===== config.mk =====
export PLATFORM = sky130hd
export DESIGN_NAME = base64_encoder_line_wrap
export DESIGN_NICKNAME = d
export VERILOG_FILES = /design/src/rtl/b64e_pkg.sv /design/src/rtl/b64e_cfg.sv /design/src/rtl/b64e_pack.sv /design/src/rtl/b64e_serial.sv /design/src/rtl/base64_encoder_line_wrap.sv
export SDC_FILE = /design/constraint.sdc
export NUM_CORES = 1
export LEC_CHECK = 0
export ABC_AREA = 1
export BUFFER_PORTS_ARGS = -buffer_cell sky130_fd_sc_hd__buf_2
export CORE_MARGIN = 8
export CORE_UTILIZATION = 45
export DETAILED_ROUTE_END_ITERATION = 6
export PLACE_DENSITY_LB_ADDON = 0.1
export SYNTH_ARGS = -nofsm -noshare
export SYNTH_HDL_FRONTEND = slang
export SYNTH_SLANG_ARGS = --single-unit

===== constraint.sdc =====
create_clock -name clk -period 3.3 [get_ports clk]
set_clock_uncertainty 0.15 [all_clocks]
set_input_delay 0.165 -clock clk [delete_from_list [all_inputs] [get_ports clk]]
set_output_delay 0.165 -clock clk [all_outputs]
set_load 0.01 [all_outputs]

===== src/rtl/b64e_pkg.sv =====
// Shared types, character constants and the alphabet lookup for the Base64 line-wrap encoder.
`default_nettype none

package b64e_pkg;

    localparam int CHAR_W      = 8;
    localparam int GPL_W       = 6;
    localparam int GRP_CHARS   = 6;
    localparam int CNT_W       = 3;

    localparam logic [CHAR_W-1:0] CH_CR  = 8'd13;
    localparam logic [CHAR_W-1:0] CH_LF  = 8'd10;
    localparam logic [CHAR_W-1:0] CH_PAD = 8'd61;

    localparam logic [GPL_W-1:0] GPL_RESET = 6'd19;

    localparam logic REG_GROUPS_PER_LINE = 1'b0;

    localparam logic [1:0] PHASE_EMPTY = 2'd0;
    localparam logic [1:0] PHASE_ONE   = 2'd1;
    localparam logic [1:0] PHASE_TWO   = 2'd2;

    typedef struct packed {
        logic [GRP_CHARS-1:0][CHAR_W-1:0] chars;
        logic [CNT_W-1:0]                 count;
        logic                             last;
    } group_t;

    function automatic logic [CHAR_W-1:0] sextet(input logic [5:0] v);
        logic [CHAR_W-1:0] c;
        begin
            if (v < 6'd26)
                c = 8'd65 + {2'b00, v};
            else if (v < 6'd52)
                c = 8'd97 + {2'b00, v} - 8'd26;
            else if (v < 6'd62)
                c = 8'd48 + {2'b00, v} - 8'd52;
            else if (v == 6'd62)
                c = 8'd43;
            else
                c = 8'd47;
            return c;
        end
    endfunction

endpackage

`default_nettype wire


===== src/rtl/b64e_cfg.sv =====
// Configuration register file holding the groups-per-line setting.
`default_nettype none

module b64e_cfg
    import b64e_pkg::*;
(
    input  wire logic             clk,
    input  wire logic             rst_n,
    input  wire logic             psel,
    input  wire logic             penable,
    input  wire logic             pwrite,
    input  wire logic [2:0]       paddr,
    input  wire logic [31:0]      pwdata,
    output logic      [31:0]      prdata,
    output logic                  pready,
    output logic      [GPL_W-1:0] groups_per_line
);

    logic [GPL_W-1:0] gpl_reg;
    logic             wr_en;

    assign pready = 1'b1;
    assign wr_en  = psel && penable && pwrite && pready;
    assign groups_per_line = gpl_reg;

    always_ff @(posedge clk or negedge rst_n)
    begin
        if (!rst_n)
            gpl_reg <= GPL_RESET;
        else if (wr_en && (paddr[2] == REG_GROUPS_PER_LINE))
            gpl_reg <= pwdata[GPL_W-1:0];
    end

    always_comb
    begin
        prdata = 32'd0;
        unique case (paddr[2])
            REG_GROUPS_PER_LINE: prdata = {{(32-GPL_W){1'b0}}, gpl_reg};
            default:             prdata = 32'd0;
        endcase
    end

endmodule

`default_nettype wire


===== src/rtl/b64e_pack.sv =====
// Input register, group state and character generation for one byte.
`default_nettype none

module b64e_pack
    import b64e_pkg::*;
(
    input  wire logic              clk,
    input  wire logic              rst_n,
    input  wire logic              s_tvalid,
    output logic                   s_tready,
    input  wire logic [CHAR_W-1:0] s_tdata,
    input  wire logic              s_tlast,
    input  wire logic [GPL_W-1:0]  groups_per_line,
    input  wire logic              buf_free,
    output logic                   grp_valid,
    output group_t                 grp
);

    logic              in_valid_reg;
    logic [CHAR_W-1:0] in_byte_reg;
    logic              in_last_reg;

    logic [CHAR_W-1:0] b1_reg, b1_next;
    logic [CHAR_W-1:0] b2_reg, b2_next;
    logic [1:0]        phase_reg, phase_next;
    logic [GPL_W-1:0]  gol_reg, gol_next;

    logic              advance;
    logic [GPL_W-1:0]  gol_inc;
    logic [CHAR_W-1:0] b;

    assign s_tready  = !in_valid_reg || buf_free;
    assign advance   = in_valid_reg && buf_free;
    assign grp_valid = in_valid_reg;
    assign b         = in_byte_reg;
    assign gol_inc   = gol_reg + 6'd1;

    always_comb
    begin
        b1_next    = b1_reg;
        b2_next    = b2_reg;
        phase_next = phase_reg;
        gol_next   = gol_reg;
        grp.chars  = '0;
        grp.count  = '0;
        grp.last   = in_last_reg;

        case (phase_reg)
            PHASE_EMPTY:
            begin
                b1_next    = b;
                phase_next = PHASE_ONE;
            end
            PHASE_ONE:
            begin
                b2_next    = b;
                phase_next = PHASE_TWO;
            end
            default:
            begin
                grp.chars[0] = sextet(b1_reg[7:2]);
                grp.chars[1] = sextet({b1_reg[1:0], b2_reg[7:4]});
                grp.chars[2] = sextet({b2_reg[3:0], b[7:6]});
                grp.chars[3] = sextet(b[5:0]);
                grp.count    = 3'd4;
                phase_next   = PHASE_EMPTY;
                b1_next      = '0;
                b2_next      = '0;
                if (groups_per_line != '0)
                begin
                    if (gol_inc >= groups_per_line || gol_inc == '0)
                    begin
                        grp.chars[4] = CH_CR;
                        grp.chars[5] = CH_LF;
                        grp.count    = 3'd6;
                        gol_next     = '0;
                    end
                    else
                    begin
                        gol_next = gol_inc;
                    end
                end
                else
                begin
                    gol_next = '0;
                end
            end
        endcase

        if (in_last_reg)
        begin
            if (phase_reg == PHASE_EMPTY)
            begin
                grp.chars[0] = sextet(b[7:2]);
                grp.chars[1] = sextet({b[1:0], 4'b0000});
                grp.chars[2] = CH_PAD;
                grp.chars[3] = CH_PAD;
                grp.count    = 3'd4;
            end
            else if (phase_reg == PHASE_ONE)
            begin
                grp.chars[0] = sextet(b1_reg[7:2]);
                grp.chars[1] = sextet({b1_reg[1:0], b[7:4]});
                grp.chars[2] = sextet({b[3:0], 2'b00});
                grp.chars[3] = CH_PAD;
                grp.count    = 3'd4;
            end
            b1_next    = '0;
            b2_next    = '0;
            phase_next = PHASE_EMPTY;
            gol_next   = '0;
        end
    end

    always_ff @(posedge clk or negedge rst_n)
    begin
        if (!rst_n)
        begin
            in_valid_reg <= 1'b0;
            b1_reg       <= '0;
            b2_reg       <= '0;
            phase_reg    <= PHASE_EMPTY;
            gol_reg      <= '0;
        end
        else
        begin
            if (s_tready)
                in_valid_reg <= s_tvalid;
            if (advance)
            begin
                b1_reg    <= b1_next;
                b2_reg    <= b2_next;
                phase_reg <= phase_next;
                gol_reg   <= gol_next;
            end
        end
    end

    always_ff @(posedge clk)
    begin
        if (s_tvalid && s_tready)
        begin
            in_byte_reg <= s_tdata;
            in_last_reg <= s_tlast;
        end
    end

endmodule

`default_nettype wire


===== src/rtl/b64e_serial.sv =====
// Result buffer that sends the characters of one group out one beat per cycle while the output is ready.
`default_nettype none

module b64e_serial
    import b64e_pkg::*;
(
    input  wire logic              clk,
    input  wire logic              rst_n,
    input  wire logic              grp_valid,
    input  wire group_t            grp,
    output logic                   buf_free,
    output logic                   m_tvalid,
    input  wire logic              m_tready,
    output logic      [CHAR_W-1:0] m_tdata,
    output logic                   m_tlast
);

    logic [GRP_CHARS-1:0][CHAR_W-1:0] chars_reg;
    logic [CNT_W-1:0]                 count_reg;
    logic                             last_reg;
    logic                             pop;
    logic                             load;

    assign m_tvalid = (count_reg != '0);
    assign pop      = m_tvalid && m_tready;
    assign buf_free = (count_reg == '0) || (count_reg == 3'd1 && pop);
    assign load     = grp_valid && buf_free;
    assign m_tdata  = chars_reg[0];
    assign m_tlast  = last_reg && (count_reg == 3'd1);

    always_ff @(posedge clk or negedge rst_n)
    begin
        if (!rst_n)
        begin
            count_reg <= '0;
            last_reg  <= 1'b0;
        end
        else if (load)
        begin
            count_reg <= grp.count;
            last_reg  <= grp.last;
        end
        else if (pop)
        begin
            count_reg <= count_reg - 3'd1;
        end
    end

    always_ff @(posedge clk)
    begin
        if (load)
        begin
            chars_reg <= grp.chars;
        end
        else if (pop)
        begin
            for (int i = 0; i < GRP_CHARS - 1; i++)
                chars_reg[i] <= chars_reg[i+1];
        end
    end

endmodule

`default_nettype wire


===== src/rtl/base64_encoder_line_wrap.sv =====
// Top level of the streaming Base64 encoder with CR LF line wrapping.
//
//   Channel  Direction  Payload
//   s_*      in         tdata[7:0] = in_byte, tlast = last_byte
//   m_*      out        tdata[7:0] = out_char, tlast = last_char
//   APB      in/out     register 0 at address 0: groups_per_line[5:0]
//
// A byte beat is taken every cycle while the result buffer is free; a byte that
// closes no group only updates the group state as it leaves the input register.
// A completed group leaves as four beats, six with CR LF, one per cycle while
// the output is ready, and the next byte waits in the input register until the
// final beat goes. The first character is offered once the byte that closes its
// group has passed the input register and been loaded into the result buffer.
// Reset clears the group state and sets groups_per_line to 19. A stalled output
// holds the buffer, and the input register then holds its byte.
`default_nettype none

module base64_encoder_line_wrap
    import b64e_pkg::*;
(
    input  wire logic         clk,
    input  wire logic         rst_n,
    input  wire logic         s_tvalid,
    output logic              s_tready,
    input  wire logic [7:0]   s_tdata,   // in_byte[7:0]
    input  wire logic         s_tlast,
    output logic              m_tvalid,
    input  wire logic         m_tready,
    output logic      [7:0]   m_tdata,   // out_char[7:0]
    output logic              m_tlast,
    input  wire logic         psel,
    input  wire logic         penable,
    input  wire logic         pwrite,
    input  wire logic [2:0]   paddr,
    input  wire logic [31:0]  pwdata,
    output logic      [31:0]  prdata,
    output logic              pready
);

    logic [GPL_W-1:0] groups_per_line;
    logic             buf_free;
    logic             grp_valid;
    group_t           grp;

    b64e_cfg u_cfg (
        .clk             (clk),
        .rst_n           (rst_n),
        .psel            (psel),
        .penable         (penable),
        .pwrite          (pwrite),
        .paddr           (paddr),
        .pwdata          (pwdata),
        .prdata          (prdata),
        .pready          (pready),
        .groups_per_line (groups_per_line)
    );

    b64e_pack u_pack (
        .clk             (clk),
        .rst_n           (rst_n),
        .s_tvalid        (s_tvalid),
        .s_tready        (s_tready),
        .s_tdata         (s_tdata),
        .s_tlast         (s_tlast),
        .groups_per_line (groups_per_line),
        .buf_free        (buf_free),
        .grp_valid       (grp_valid),
        .grp             (grp)
    );

    b64e_serial u_serial (
        .clk       (clk),
        .rst_n     (rst_n),
        .grp_valid (grp_valid),
        .grp       (grp),
        .buf_free  (buf_free),
        .m_tvalid  (m_tvalid),
        .m_tready  (m_tready),
        .m_tdata   (m_tdata),
        .m_tlast   (m_tlast)
    );

endmodule

`default_nettype wire

==> flow_summary.toml, run 1 <==
[status]
status = "complete, no violations"

[cts]
clock_transition_at_the_registers_of_the_reported_paths_ns = 0.07
cts-buffers-inserted = 9
clock_path_buffers = 2
clock_tree_from_tritoncts = "yes"
cts_htree_levels = 3
clock_insertion_delay_worst_skew_ns = 0.35
cts_num_sinks = 80
post_cts_repair_resize_count = 0
ctsRootBufferMaster = "sky130_fd_sc_hd__clkbuf_16"

[routing]
routedWlPerCell_um = 16.1
detail_route.first_pass.iterations = 5
post-route-drc-count = 0
wirelength_mm = 19.7
drtIter0Drc = 465
final_antenna_net_count = 0
vias_per_cell = 5.25
vias = 6427

[worst_setup_path]
rrSetupSlack_ns = 0.69
startpoint_type = "register"
arrival_ns = 2.55
end_kind = "register"
timing.reg2reg.worst_path_depth = 12
timing.critical_path.fanout_max = 14
crit_required_ns = 3.25
classification_of_the_worst_setup_path = "register to register"

[synthesis]
synth_top_cell_area_share_pct = 19.2
async_flop_share_pct = 43.8
yosys_register_bits = 80
postSynthCellCount = 964
synth_top_cells_by_area = "sky130_fd_sc_hd__edfxtp_1 (19%), sky130_fd_sc_hd__nand2_1 (12%), sky130_fd_sc_hd__dfrtp_1 (11%)"
ys_warn_count = 0
postSynth.topFlopCell = "sky130_fd_sc_hd__edfxtp_1"
netlist-cell-type-count = 45
synth_sequential_area_ratio_pct = 31.7
synth_area_per_cell_um2 = 7.29
synth_top_cell_by_area = "sky130_fd_sc_hd__edfxtp_1"
synth-edff-count = 45
post_synth_instance_area_um2 = 7030

[place]
place_congestion = 0.920
dp_hpwl_mm = 14.7
dpl_worst_slack_ns = 0.727
place_area_um2 = 7240
io_buffers = 39

[layout]
net_count_of_the_finished_layout = 1114
n_fill_cell = 1555
final_cell_area_um2 = 7710
multi_input_area_um2 = 4020
layout-drive-gt1-share_pct = 11.8
flow.area_growth_from_synthesis_pct = 9.68
ff_latch_area_um2 = 2230
insertedDiodeCount = 0
largest_reg_flops = 28

[power]
vdd_ir_drop_max_uv = 294
power.static_leakage_nw = 3.75
power_per_cell_area_nw_per_um2 = 818

[sta]
timing_hold_violations_final = 0
setup_ws_ns = 0.692
finalCriticalPeriod_ns = 2.61
tightestPinTransition_ns = 0.931
period_share_pct = 79.0
clock.fmax_ghz = 0.383
timing.slew.headroom_pct = 37.9
grt_setup_unrepaired = "false"
final.setup.tns_ns = 0
hold_worst_slack_ns = 0.147
final-max-slew-violation-count = 0
finalSetupViolations = 0

[die]
fp.dieArea_um2 = 19900
die_height_um = 141
die_width_um = 141
floorplan.initialDensity_pct = 46.1
core-area_um2 = 15300
row_count = 45
number_of_top_level_design_ports = 95

[grt]
overflow = 0
wire_length_of_the_first_global_routing_pass_mm = 32.1
number_of_global_route_vias_before_repair = 6198
initial_antenna_violation_count = 0
groute.usage.overall_pct = 20.4
grt_start_max_net_pins = 36

[hold_path]
whs_path_depth = 6
path_category_of_the_worst_min_delay_check = "input pin to register"

[job]
drv.max_cap_violation_count = 0
worst max-delay path: stages (launching register included):
cell	delay [ns]
sky130_fd_sc_hd__edfxtp_1	0.64
sky130_fd_sc_hd__inv_2	0.26
sky130_fd_sc_hd__ha_1	0.31
sky130_fd_sc_hd__inv_1	0.09
sky130_fd_sc_hd__nand2_2	0.13
sky130_fd_sc_hd__inv_1	0.15
sky130_fd_sc_hd__nand2_1	0.08
sky130_fd_sc_hd__a21oi_1	0.10
sky130_fd_sc_hd__o21ai_0	0.14
sky130_fd_sc_hd__nand2_1	0.09
sky130_fd_sc_hd__nand2_1	0.05
sky130_fd_sc_hd__nand3_1	0.09
sky130_fd_sc_hd__nand2_1	0.06
logic make-up after synthesis:
kind of cell             count (synthesis)  share of synthesized area [%]
flip-flops                              80                           31.7
AND/OR/NAND/NOR                        453                           29.6
other                                    2                          0.107
XOR/XNOR                                16                           1.99
buffers and inverters                  181                           12.5
adder cells (fa/ha/maj)                 55                           9.79
AO/OA/AOI/OAI                          177                           14.3
worst paths after layout:
path                                                       from                                    to
min in group asynchronous                                 rst_n          u_pack.b2_reg[0]$_DFFE_PN0P_
min                                                    m_tready          u_pack.grp_valid$_DFFE_PN0N_
max in group asynchronous                                 rst_n     u_serial.count_reg[2]$_DFFE_PN0P_
min reg2reg                u_cfg.groups_per_line[0]$_DFFE_PN1P_  u_cfg.groups_per_line[0]$_DFFE_PN1P_
max                                       u_pack.b[4]$_DFFE_PP_         u_serial.m_tdata[5]$_DFFE_PP_
max reg2reg                               u_pack.b[4]$_DFFE_PP_         u_serial.m_tdata[5]$_DFFE_PP_
layout by cell type, fill, tap and decap left out, drive strengths merged, types with 15 or more instances in the layout:
cell / n
nand2: 241
inv: 127
nand3: 101
nor2: 86
o21ai: 75
ha: 55
a21oi: 55
buf: 46
edfxtp: 45
dfrtp: 32
conb: 27
dlygate4sd3: 17
o22ai: 16
o211ai: 15
synthesized netlist by cell type (9+ instances only):
library cell and instances:
sky130_fd_sc_hd__nor2_1 72, sky130_fd_sc_hd__o22ai_1 16, sky130_fd_sc_hd__nand4_1 14, sky130_fd_sc_hd__xor2_1 11, sky130_fd_sc_hd__nand2_1 231, sky130_fd_sc_hd__buf_2 9, sky130_fd_sc_hd__buf_4 42, sky130_fd_sc_hd__o21ai_0 66
sky130_fd_sc_hd__a21oi_1 53, sky130_fd_sc_hd__inv_1 109, sky130_fd_sc_hd__nand3_1 94, sky130_fd_sc_hd__o211ai_1 14, sky130_fd_sc_hd__dfrtp_1 32, sky130_fd_sc_hd__edfxtp_1 45, sky130_fd_sc_hd__ha_1 55, sky130_fd_sc_hd__inv_2 13
final cells by class:
class	instances	share of cell area, %
multi-input combinational	728	52.1
sequential	80	28.9
inverter	126	6.23
timing repair buffer	63	5.42
tap	211	3.42
clock buffer	9	2.92
clock inverter	7	1.01
through the flow:
| stage | power, mW | utilization (%) | instances |
|---|---|---|---|
| finish | 6.30 | 50.5 | 1224 |
| global route | 6.90 | 50.5 | 1224 |
| CTS | 6.33 | 50.5 | 1224 |
| detailed placement | 5.25 | 47.4 | 1191 |
| global placement | 5.24 | 47.4 | 1191 |
| floorplan | 4.45 | - | 989 |
routing by layer:
layer	vias up	wire length (um)	track usage (%)
li1	3237	-	-
met1	2955	8950	26.6
met2	185	8780	31.9
met3	50	1110	3.34
met4	0	839	11.0
met5	-	0	0
where the power goes:
| group | switching, mW | internal [mW] |
|---|---|---|
| clock | 0.440 | 0.593 |
| combinational | 2.25 | 1.10 |
| sequential | 0.336 | 1.59 |
| total | 3.03 | 3.28 |
what timing repair did:
item                                   CTS  global route
endpoints found under the hold margin   48             0
setup buffers                            0             0
hold buffers                            17             0
No activity file was read; power rests on OpenSTA's default activity.
==> inputs of run 2 (changes only) <==
--- a/config.mk
+++ b/config.mk
@@ -5,7 +5,7 @@
 export SDC_FILE = /design/constraint.sdc
 export NUM_CORES = 1
 export LEC_CHECK = 0
-export ABC_AREA = 1
+export ABC_AREA = 0
 export BUFFER_PORTS_ARGS = -buffer_cell sky130_fd_sc_hd__buf_2
 export CORE_MARGIN = 8
 export CORE_UTILIZATION = 45
==> constraint.sdc (replaced) <==
create_clock -name clk -period 2.6 [get_ports clk]
set_clock_uncertainty 0.15 [all_clocks]
set_input_delay 0.13 -clock clk [delete_from_list [all_inputs] [get_ports clk]]
set_output_delay 0.13 -clock clk [all_outputs]
set_load 0.01 [all_outputs]
==> flow_summary.toml, run 2 <==
[status]
status = "complete, no violations"

[layout]
layout_common_cells = "sky130_fd_sc_hd__buf_4 (70), sky130_fd_sc_hd__nand2_1 (66), sky130_fd_sc_hd__a21oi_1 (61)"
net_count_of_the_finished_layout = 973
mostFrequentLayoutCell = "sky130_fd_sc_hd__buf_4"
layout-drive-gt1-share_pct = 18.6
finish.utilization_pct = 54.2
layoutNonFillerInstCount = 1056
largest_reg_flops = 28
final_cell_area_um2 = 7910
n_fill_cell = 1368
flow.area_growth_from_synthesis_pct = 17.4
insertedDiodeCount = 0

[synthesis]
synthMuxAreaShare_pct = 1.76
synth_top_cells_by_area = "sky130_fd_sc_hd__edfxtp_1 (20%), sky130_fd_sc_hd__dfrtp_1 (12%), sky130_fd_sc_hd__ha_1 (10%)"
async_flop_share_pct = 43.8
yosys.area_share.simple_pct = 15.8
postSynth.topFlopCell = "sky130_fd_sc_hd__edfxtp_1"
post_synth_instance_area_um2 = 6740
yosys_register_bits = 80
most_used_standard_cell_by_instance_count_after_synthesis = "sky130_fd_sc_hd__nand2_1"
synth_top_cell_by_area = "sky130_fd_sc_hd__edfxtp_1"
synth_top_cell_area_share_pct = 20.1
synth_adder_area_share_pct = 10.2
largest_family_of_logic_cells_by_synthesized_area = "compound AO/OA/AOI/OAI gates"
synth_area_per_cell_um2 = 8.59
synth_sequential_area_ratio_pct = 33.1
synth_common_cells = "sky130_fd_sc_hd__nand2_1 (66), sky130_fd_sc_hd__a21oi_1 (61), sky130_fd_sc_hd__ha_1 (55)"
postSynthCellCount = 784
synth-edff-count = 45
netlist-cell-type-count = 75
post_synth_xor_area_fraction_pct = 4.42
ys_warn_count = 0
synth-compound-area-share_pct = 25.5

[worst_setup_path]
startpoint_type = "register"
cells_along_the_critical_path = "inv_1 > ha_1 > nand2b_1 > a21oi_1 > a2111oi_2 > a2111oi_0 > a311oi_1 > o2bb2ai_1"
critical_path_s_top_delay_family = "compound AO/OA/AOI/OAI gates"
end_kind = "register"
critical_path.slowest_cell = "sky130_fd_sc_hd__edfxtp_1"
arrival_ns = 2.41
timing.critical_path.fanout_max = 5
crit_required_ns = 2.52
worstPathBufferInverterCount = 1
timing.critical_path.slowest_cell_delay_ns = 0.49
classification_of_the_worst_setup_path = "register to register"

[die]
floorplan.initialDensity_pct = 46.2
number_of_top_level_design_ports = 95
die_height_um = 138
die_width_um = 138
row_count = 44
core-area_um2 = 14600
fp.dieArea_um2 = 19100

[sta]
period_share_pct = 95.5
clock.fmax_ghz = 0.403
finalCriticalPeriod_ns = 2.48
final-max-slew-violation-count = 0
timing_hold_violations_final = 0
finalSetupViolations = 0
tightestPinTransition_ns = 0.934
timing.slew.headroom_pct = 37.7
final.setup.tns_ns = 0

[hold_path]
path_category_of_the_worst_min_delay_check = "input pin to register"

[cts]
clock_path_buffers = 2
ctsRootBufferMaster = "sky130_fd_sc_hd__clkbuf_16"
cts-buffers-inserted = 9
clock_transition_at_the_registers_of_the_reported_paths_ns = 0.06
cts_htree_levels = 3
cts_num_sinks = 80
clock_tree_from_tritoncts = "yes"
clock_insertion_delay_worst_skew_ns = 0.35

[grt]
overflow = 0
grt_start_max_net_pins = 37
groute.usage.overall_pct = 20.9
number_of_global_route_vias_before_repair = 6097
initial_antenna_violation_count = 0
wire_length_of_the_first_global_routing_pass_mm = 32.9

[power]
clockPowerShare_pct = 18.6
p_int_mw = 4.34
seq_power_share_pct = 30.2
netSwitchingFraction_pct = 42.5
power_per_cell_area_nw_per_um2 = 955
vdd_ir_drop_max_uv = 583
power.combinational.fraction_pct = 51.2
power.static_leakage_nw = 3.35
switchingPower_mw = 3.21

[place]
place_congestion = 0.909
numPlacedInstances = 1020
io_buffers = 39
place_area_um2 = 7340
dp_hpwl_mm = 15.3

[routing]
wirelength_mm = 20.4
routedWlPerCell_um = 19.3
drtIter0Drc = 645
vias = 6297
final_antenna_net_count = 0
detail_route.first_pass.iterations = 6
vias_per_cell = 5.96
post-route-drc-count = 0

[job]
drv.max_cap_violation_count = 0
-- run 2: cell types whose count changed after synthesis, sizes merged, moves of 22 or more --
cell / change
inv: -86
nand3: -72
clkbuf: +29
nor2: -37
nor3: +22
nand2: -174
-- run 2: cells by family after synthesis --
kind of cell,after synthesis
AO/OA/AOI/OAI,258
other,2
XOR/XNOR,34
multiplexers,11
flip-flops,80
AND/OR/NAND/NOR,223
adder cells (fa/ha/maj),55
buffers and inverters,121
-- run 2: repair_timing --
action / CTS / global route
setup buffers: 0 / 2
hold endpoints to repair: 49 / 0
resized for setup: 0 / 9
setup endpoints to repair: 0 / 8
hold buffers: 18 / 0
-- run 2: power groups by stage --
stage | clock network, mW | registers (mW) | logic (mW)
after global placement | 0 | 2.27 | 3.71
after detailed placement | 0 | 2.29 | 3.75
after global routing | 1.48 | 2.33 | 4.27
after CTS | 1.43 | 2.27 | 3.79
final | 1.41 | 2.28 | 3.86
after floorplan | 0 | 2.13 | 2.76
-- run 2: path summary, 6_finish.rpt --
| kind | start | slack [ns] | end | cells past startpoint |
|---|---|---|---|---|
| max in group asynchronous | rst_n | 1.34 | u_pack.b1_reg[5]$_DFFE_PN0P_ | 2 |
| setup / recovery | u_pack.b[6]$_DFFE_PP_ | 0.12 | u_serial.chars_reg[12]$_DFFE_PP_ | 8 |
| min in group asynchronous | rst_n | 0.32 | u_pack.b1_reg[0]$_DFFE_PN0P_ | 2 |
| hold / removal | pwrite | 0.21 | u_cfg.groups_per_line[2]$_DFFE_PN0P_ | 3 |
| setup reg to reg | u_pack.b[6]$_DFFE_PP_ | 0.12 | u_serial.chars_reg[12]$_DFFE_PP_ | 8 |
| hold reg to reg | u_serial.last_reg$_DFFE_PN0P_ | 0.34 | u_serial.last_reg$_DFFE_PN0P_ | 2 |
-- run 2: layout make-up --
| type | count | area [um2] | share of cell area [%] |
|---|---|---|---|
| clock buffer | 14 | 329 | 4.16 |
| clock inverter | 2 | 11.3 | 0.142 |
| inverter | 39 | 146 | 1.85 |
| timing repair buffer | 129 | 941 | 11.9 |
| sequential | 80 | 2230 | 28.2 |
| tap | 184 | 230 | 2.91 |
| multi-input combinational | 608 | 4020 | 50.8 |
-- run 2: metal layers --
layer / up-vias / share of wire (%) / wire, um / GRT usage (%)
met3: 27 / 6.8 / 1380 / 4.49
met5: - / 0 / 0 / 0
li1: 2998 / - / - / -
met2: 255 / 45 / 9170 / 32.6
met4: 0 / 1.9 / 380 / 6.18
met1: 3017 / 46 / 9450 / 28.5
-- run 2: metrics by stage --
step                      power, mW  setup slack (ns)  hold slack, ns
after detailed placement       6.04            0.0946           0.158
after global placement         5.99             0.147           0.156
after global routing           8.08           -0.0367           0.225
after floorplan                4.89            0.0976          -0.316
final                          7.55             0.118           0.212
after CTS                      7.49            0.0805           0.191
-- run 2: tightest hold or removal path, cell delays in order --
cell                       delay (ns)
sky130_fd_sc_hd__buf_2           0.10
sky130_fd_sc_hd__nand4b_1        0.24
sky130_fd_sc_hd__mux2_2          0.20
==> inputs of run 3 (changes only) <==
--- a/config.mk
+++ b/config.mk
@@ -7,8 +7,9 @@
 export LEC_CHECK = 0
 export ABC_AREA = 0
 export BUFFER_PORTS_ARGS = -buffer_cell sky130_fd_sc_hd__buf_2
+export CORE_ASPECT_RATIO = 0.7
 export CORE_MARGIN = 8
-export CORE_UTILIZATION = 45
+export CORE_UTILIZATION = 59
 export DETAILED_ROUTE_END_ITERATION = 6
 export PLACE_DENSITY_LB_ADDON = 0.1
 export SYNTH_ARGS = -nofsm -noshare
==> flow_summary.toml, run 3 (synthesized netlist as in run 2, its figures left out) <==
[routing]
wirelength_mm = 20.5
routedWlPerCell_um = 20.1
detail_route.first_pass.iterations = 5
drtIter0Drc = 727
final_antenna_net_count = 0
post-route-drc-count = 0
vias_per_cell = 6.42
vias = 6545

[job]
drv.max_cap_violation_count = 0

[die]
core-area_um2 = 11100
row_count = 32
floorplan.initialDensity_pct = 60.7
die_width_um = 144
die_height_um = 105
fp.dieArea_um2 = 15100
number_of_top_level_design_ports = 95

[grt]
initial_antenna_violation_count = 0
number_of_global_route_vias_before_repair = 6158
grt_start_max_net_pins = 37
groute.usage.overall_pct = 26.8
wire_length_of_the_first_global_routing_pass_mm = 32.2
overflow = 0

[layout]
mostFrequentLayoutCell = "sky130_fd_sc_hd__buf_4"
ff_latch_area_um2 = 2230
layout-drive-gt1-share_pct = 17.6
n_fill_cell = 891
insertedDiodeCount = 0
layout_common_cells = "sky130_fd_sc_hd__buf_4 (67), sky130_fd_sc_hd__nand2_1 (66), sky130_fd_sc_hd__a21oi_1 (61)"
multi_input_area_um2 = 4020
net_count_of_the_finished_layout = 968
flow.area_growth_from_synthesis_pct = 15.2
largest_reg_flops = 28

[power]
switchingPower_mw = 3.24
seq_power_share_pct = 30.9
power.combinational.fraction_pct = 52.4
p_int_mw = 4.15
clockPowerShare_pct = 16.7
netSwitchingFraction_pct = 43.9
vdd_ir_drop_max_uv = 618
power_per_cell_area_nw_per_um2 = 952
power.static_leakage_nw = 3.29

[place]
io_buffers = 39
place_congestion = 0.969
dp_hpwl_mm = 15.1

[worst_setup_path]
cp.depth = 10
critical_path.slowest_cell = "sky130_fd_sc_hd__dfrtp_1"
startpoint_type = "register"
worst_r2r_startpoint = "u_serial.count_reg[0]$_DFFE_PN0P_"
worstPathBufferInverterCount = 3
cells_along_the_critical_path = "inv_1 > ha_1 > a21oi_1 > nor2_1 > nand2_2 > inv_2 > buf_4 > o21ai_0 > o22ai_1 > o211ai_1"
timing.critical_path.slowest_cell_delay_ns = 0.38
timing.reg2reg.worst_path_depth = 10
worstSetupStartpoint = "u_serial.count_reg[0]$_DFFE_PN0P_"
arrival_ns = 2.39
crit_required_ns = 2.51
end_kind = "register"
classification_of_the_worst_setup_path = "register to register"
timing.critical_path.fanout_max = 21
critical_path_s_top_delay_family = "compound AO/OA/AOI/OAI gates"

[sta]
grt_setup_unrepaired = "false"
clock.fmax_ghz = 0.402
period_share_pct = 95.6
hold_worst_slack_ns = 0.235
finalSetupViolations = 0
timing.slew.headroom_pct = 40.0
timing_hold_violations_final = 0
tightestPinTransition_ns = 0.900
final.setup.tns_ns = 0
final-max-slew-violation-count = 0
finalCriticalPeriod_ns = 2.49

[cts]
ctsRootBufferMaster = "sky130_fd_sc_hd__clkbuf_16"
cts-buffers-inserted = 9
cts_htree_levels = 3
clock_transition_at_the_registers_of_the_reported_paths_ns = 0.07
clock_path_buffers = 2
cts_num_sinks = 80
clock_tree_from_tritoncts = "yes"
clock_insertion_delay_worst_skew_ns = 0.34

[hold_path]
holdCritStartpoint = "pwrite"
whs_path_depth = 3
path_category_of_the_worst_min_delay_check = "input pin to register"

[status]
status = "complete, no violations"
run 3: cell types whose count changed in the layout (fill, tap and decap cells not counted), moves of 2 or more:
cell | before | now
sky130_fd_sc_hd__inv_6 | 0 | 2
sky130_fd_sc_hd__buf_4 | 70 | 67
sky130_fd_sc_hd__nor2_2 | 2 | 0
sky130_fd_sc_hd__ha_2 | 3 | 1
sky130_fd_sc_hd__buf_12 | 2 | 0
sky130_fd_sc_hd__clkbuf_16 | 13 | 10
run 3: power by group through the flow:
stage / combinational (mW) / sequential [mW] / clock [mW]
after floorplan: 2.76 / 2.13 / 0
after global placement: 3.63 / 2.27 / 0
after detailed placement: 3.72 / 2.28 / 0
after CTS: 3.77 / 2.26 / 1.25
after global routing: 4.21 / 2.33 / 1.29
final: 3.87 / 2.28 / 1.24
run 3: path summary, 6_finish.rpt:
kind / end / slack (ns)
min in group asynchronous: u_pack.b2_reg[3]$_DFFE_PN0P_ / 0.30
max in group asynchronous: u_pack.b1_reg[6]$_DFFE_PN0P_ / 1.42
worst min-delay path: u_cfg.groups_per_line[5]$_DFFE_PN0P_ / 0.24
worst max register to register: u_serial.chars_reg[21]$_DFFE_PP_ / 0.11
worst max-delay path: u_serial.chars_reg[21]$_DFFE_PP_ / 0.11
worst min register to register: u_serial.last_reg$_DFFE_PN0P_ / 0.33
run 3: final cells by class:
| type | count | share of cell area (%) |
|---|---|---|
| multi-input cells | 608 | 51.8 |
| inverters | 39 | 1.89 |
| clock inverters | 5 | 0.468 |
| flip-flops and latches | 80 | 28.7 |
| repair buffers | 124 | 11.3 |
| well taps | 153 | 2.47 |
| clock buffers | 11 | 3.27 |
run 3: repair_timing:
item | CTS | global route
endpoints found under the setup margin | 0 | 13
buffers inserted | 0 | 2
endpoints found under the hold margin | 49 | 0
gates resized for setup | 0 | 8
hold buffers | 18 | 0
run 3: routing by layer:
| metal | track usage [%] | part of all wire (%) |
|---|---|---|
| met3 | 6.53 | 11 |
| met4 | 8.08 | 2.1 |
| met5 | 0 | 0 |
| met1 | 37.8 | 44 |
| met2 | 39.8 | 43 |
run 3: metrics by stage:
| stage | power, mW | area, um2 | utilization [%] | std cells | setup slack (ns) |
|---|---|---|---|---|---|
| 6_report | 7.39 | 7760 | 70.0 | 1020 | 0.115 |
| 5_1_grt | 7.82 | 7760 | 70.0 | 1020 | 0.00678 |
| 4_1_cts | 7.28 | 7710 | 69.6 | 1018 | 0.108 |
| 3_5_place_dp | 6.00 | 7240 | 65.3 | 984 | 0.159 |
| 3_3_place_gp | 5.90 | 7240 | 65.3 | 984 | 0.192 |
| 2_1_floorplan | 4.89 | 6830 | - | 809 | 0.0976 |
run 3: tightest hold or removal path, delay by kind of cell:
| family | cells | cell delay, ns |
|---|---|---|
| buffers and inverters | 1 | 0.10 |
| muxes | 1 | 0.21 |
| and+or+nand+nor | 1 | 0.26 |
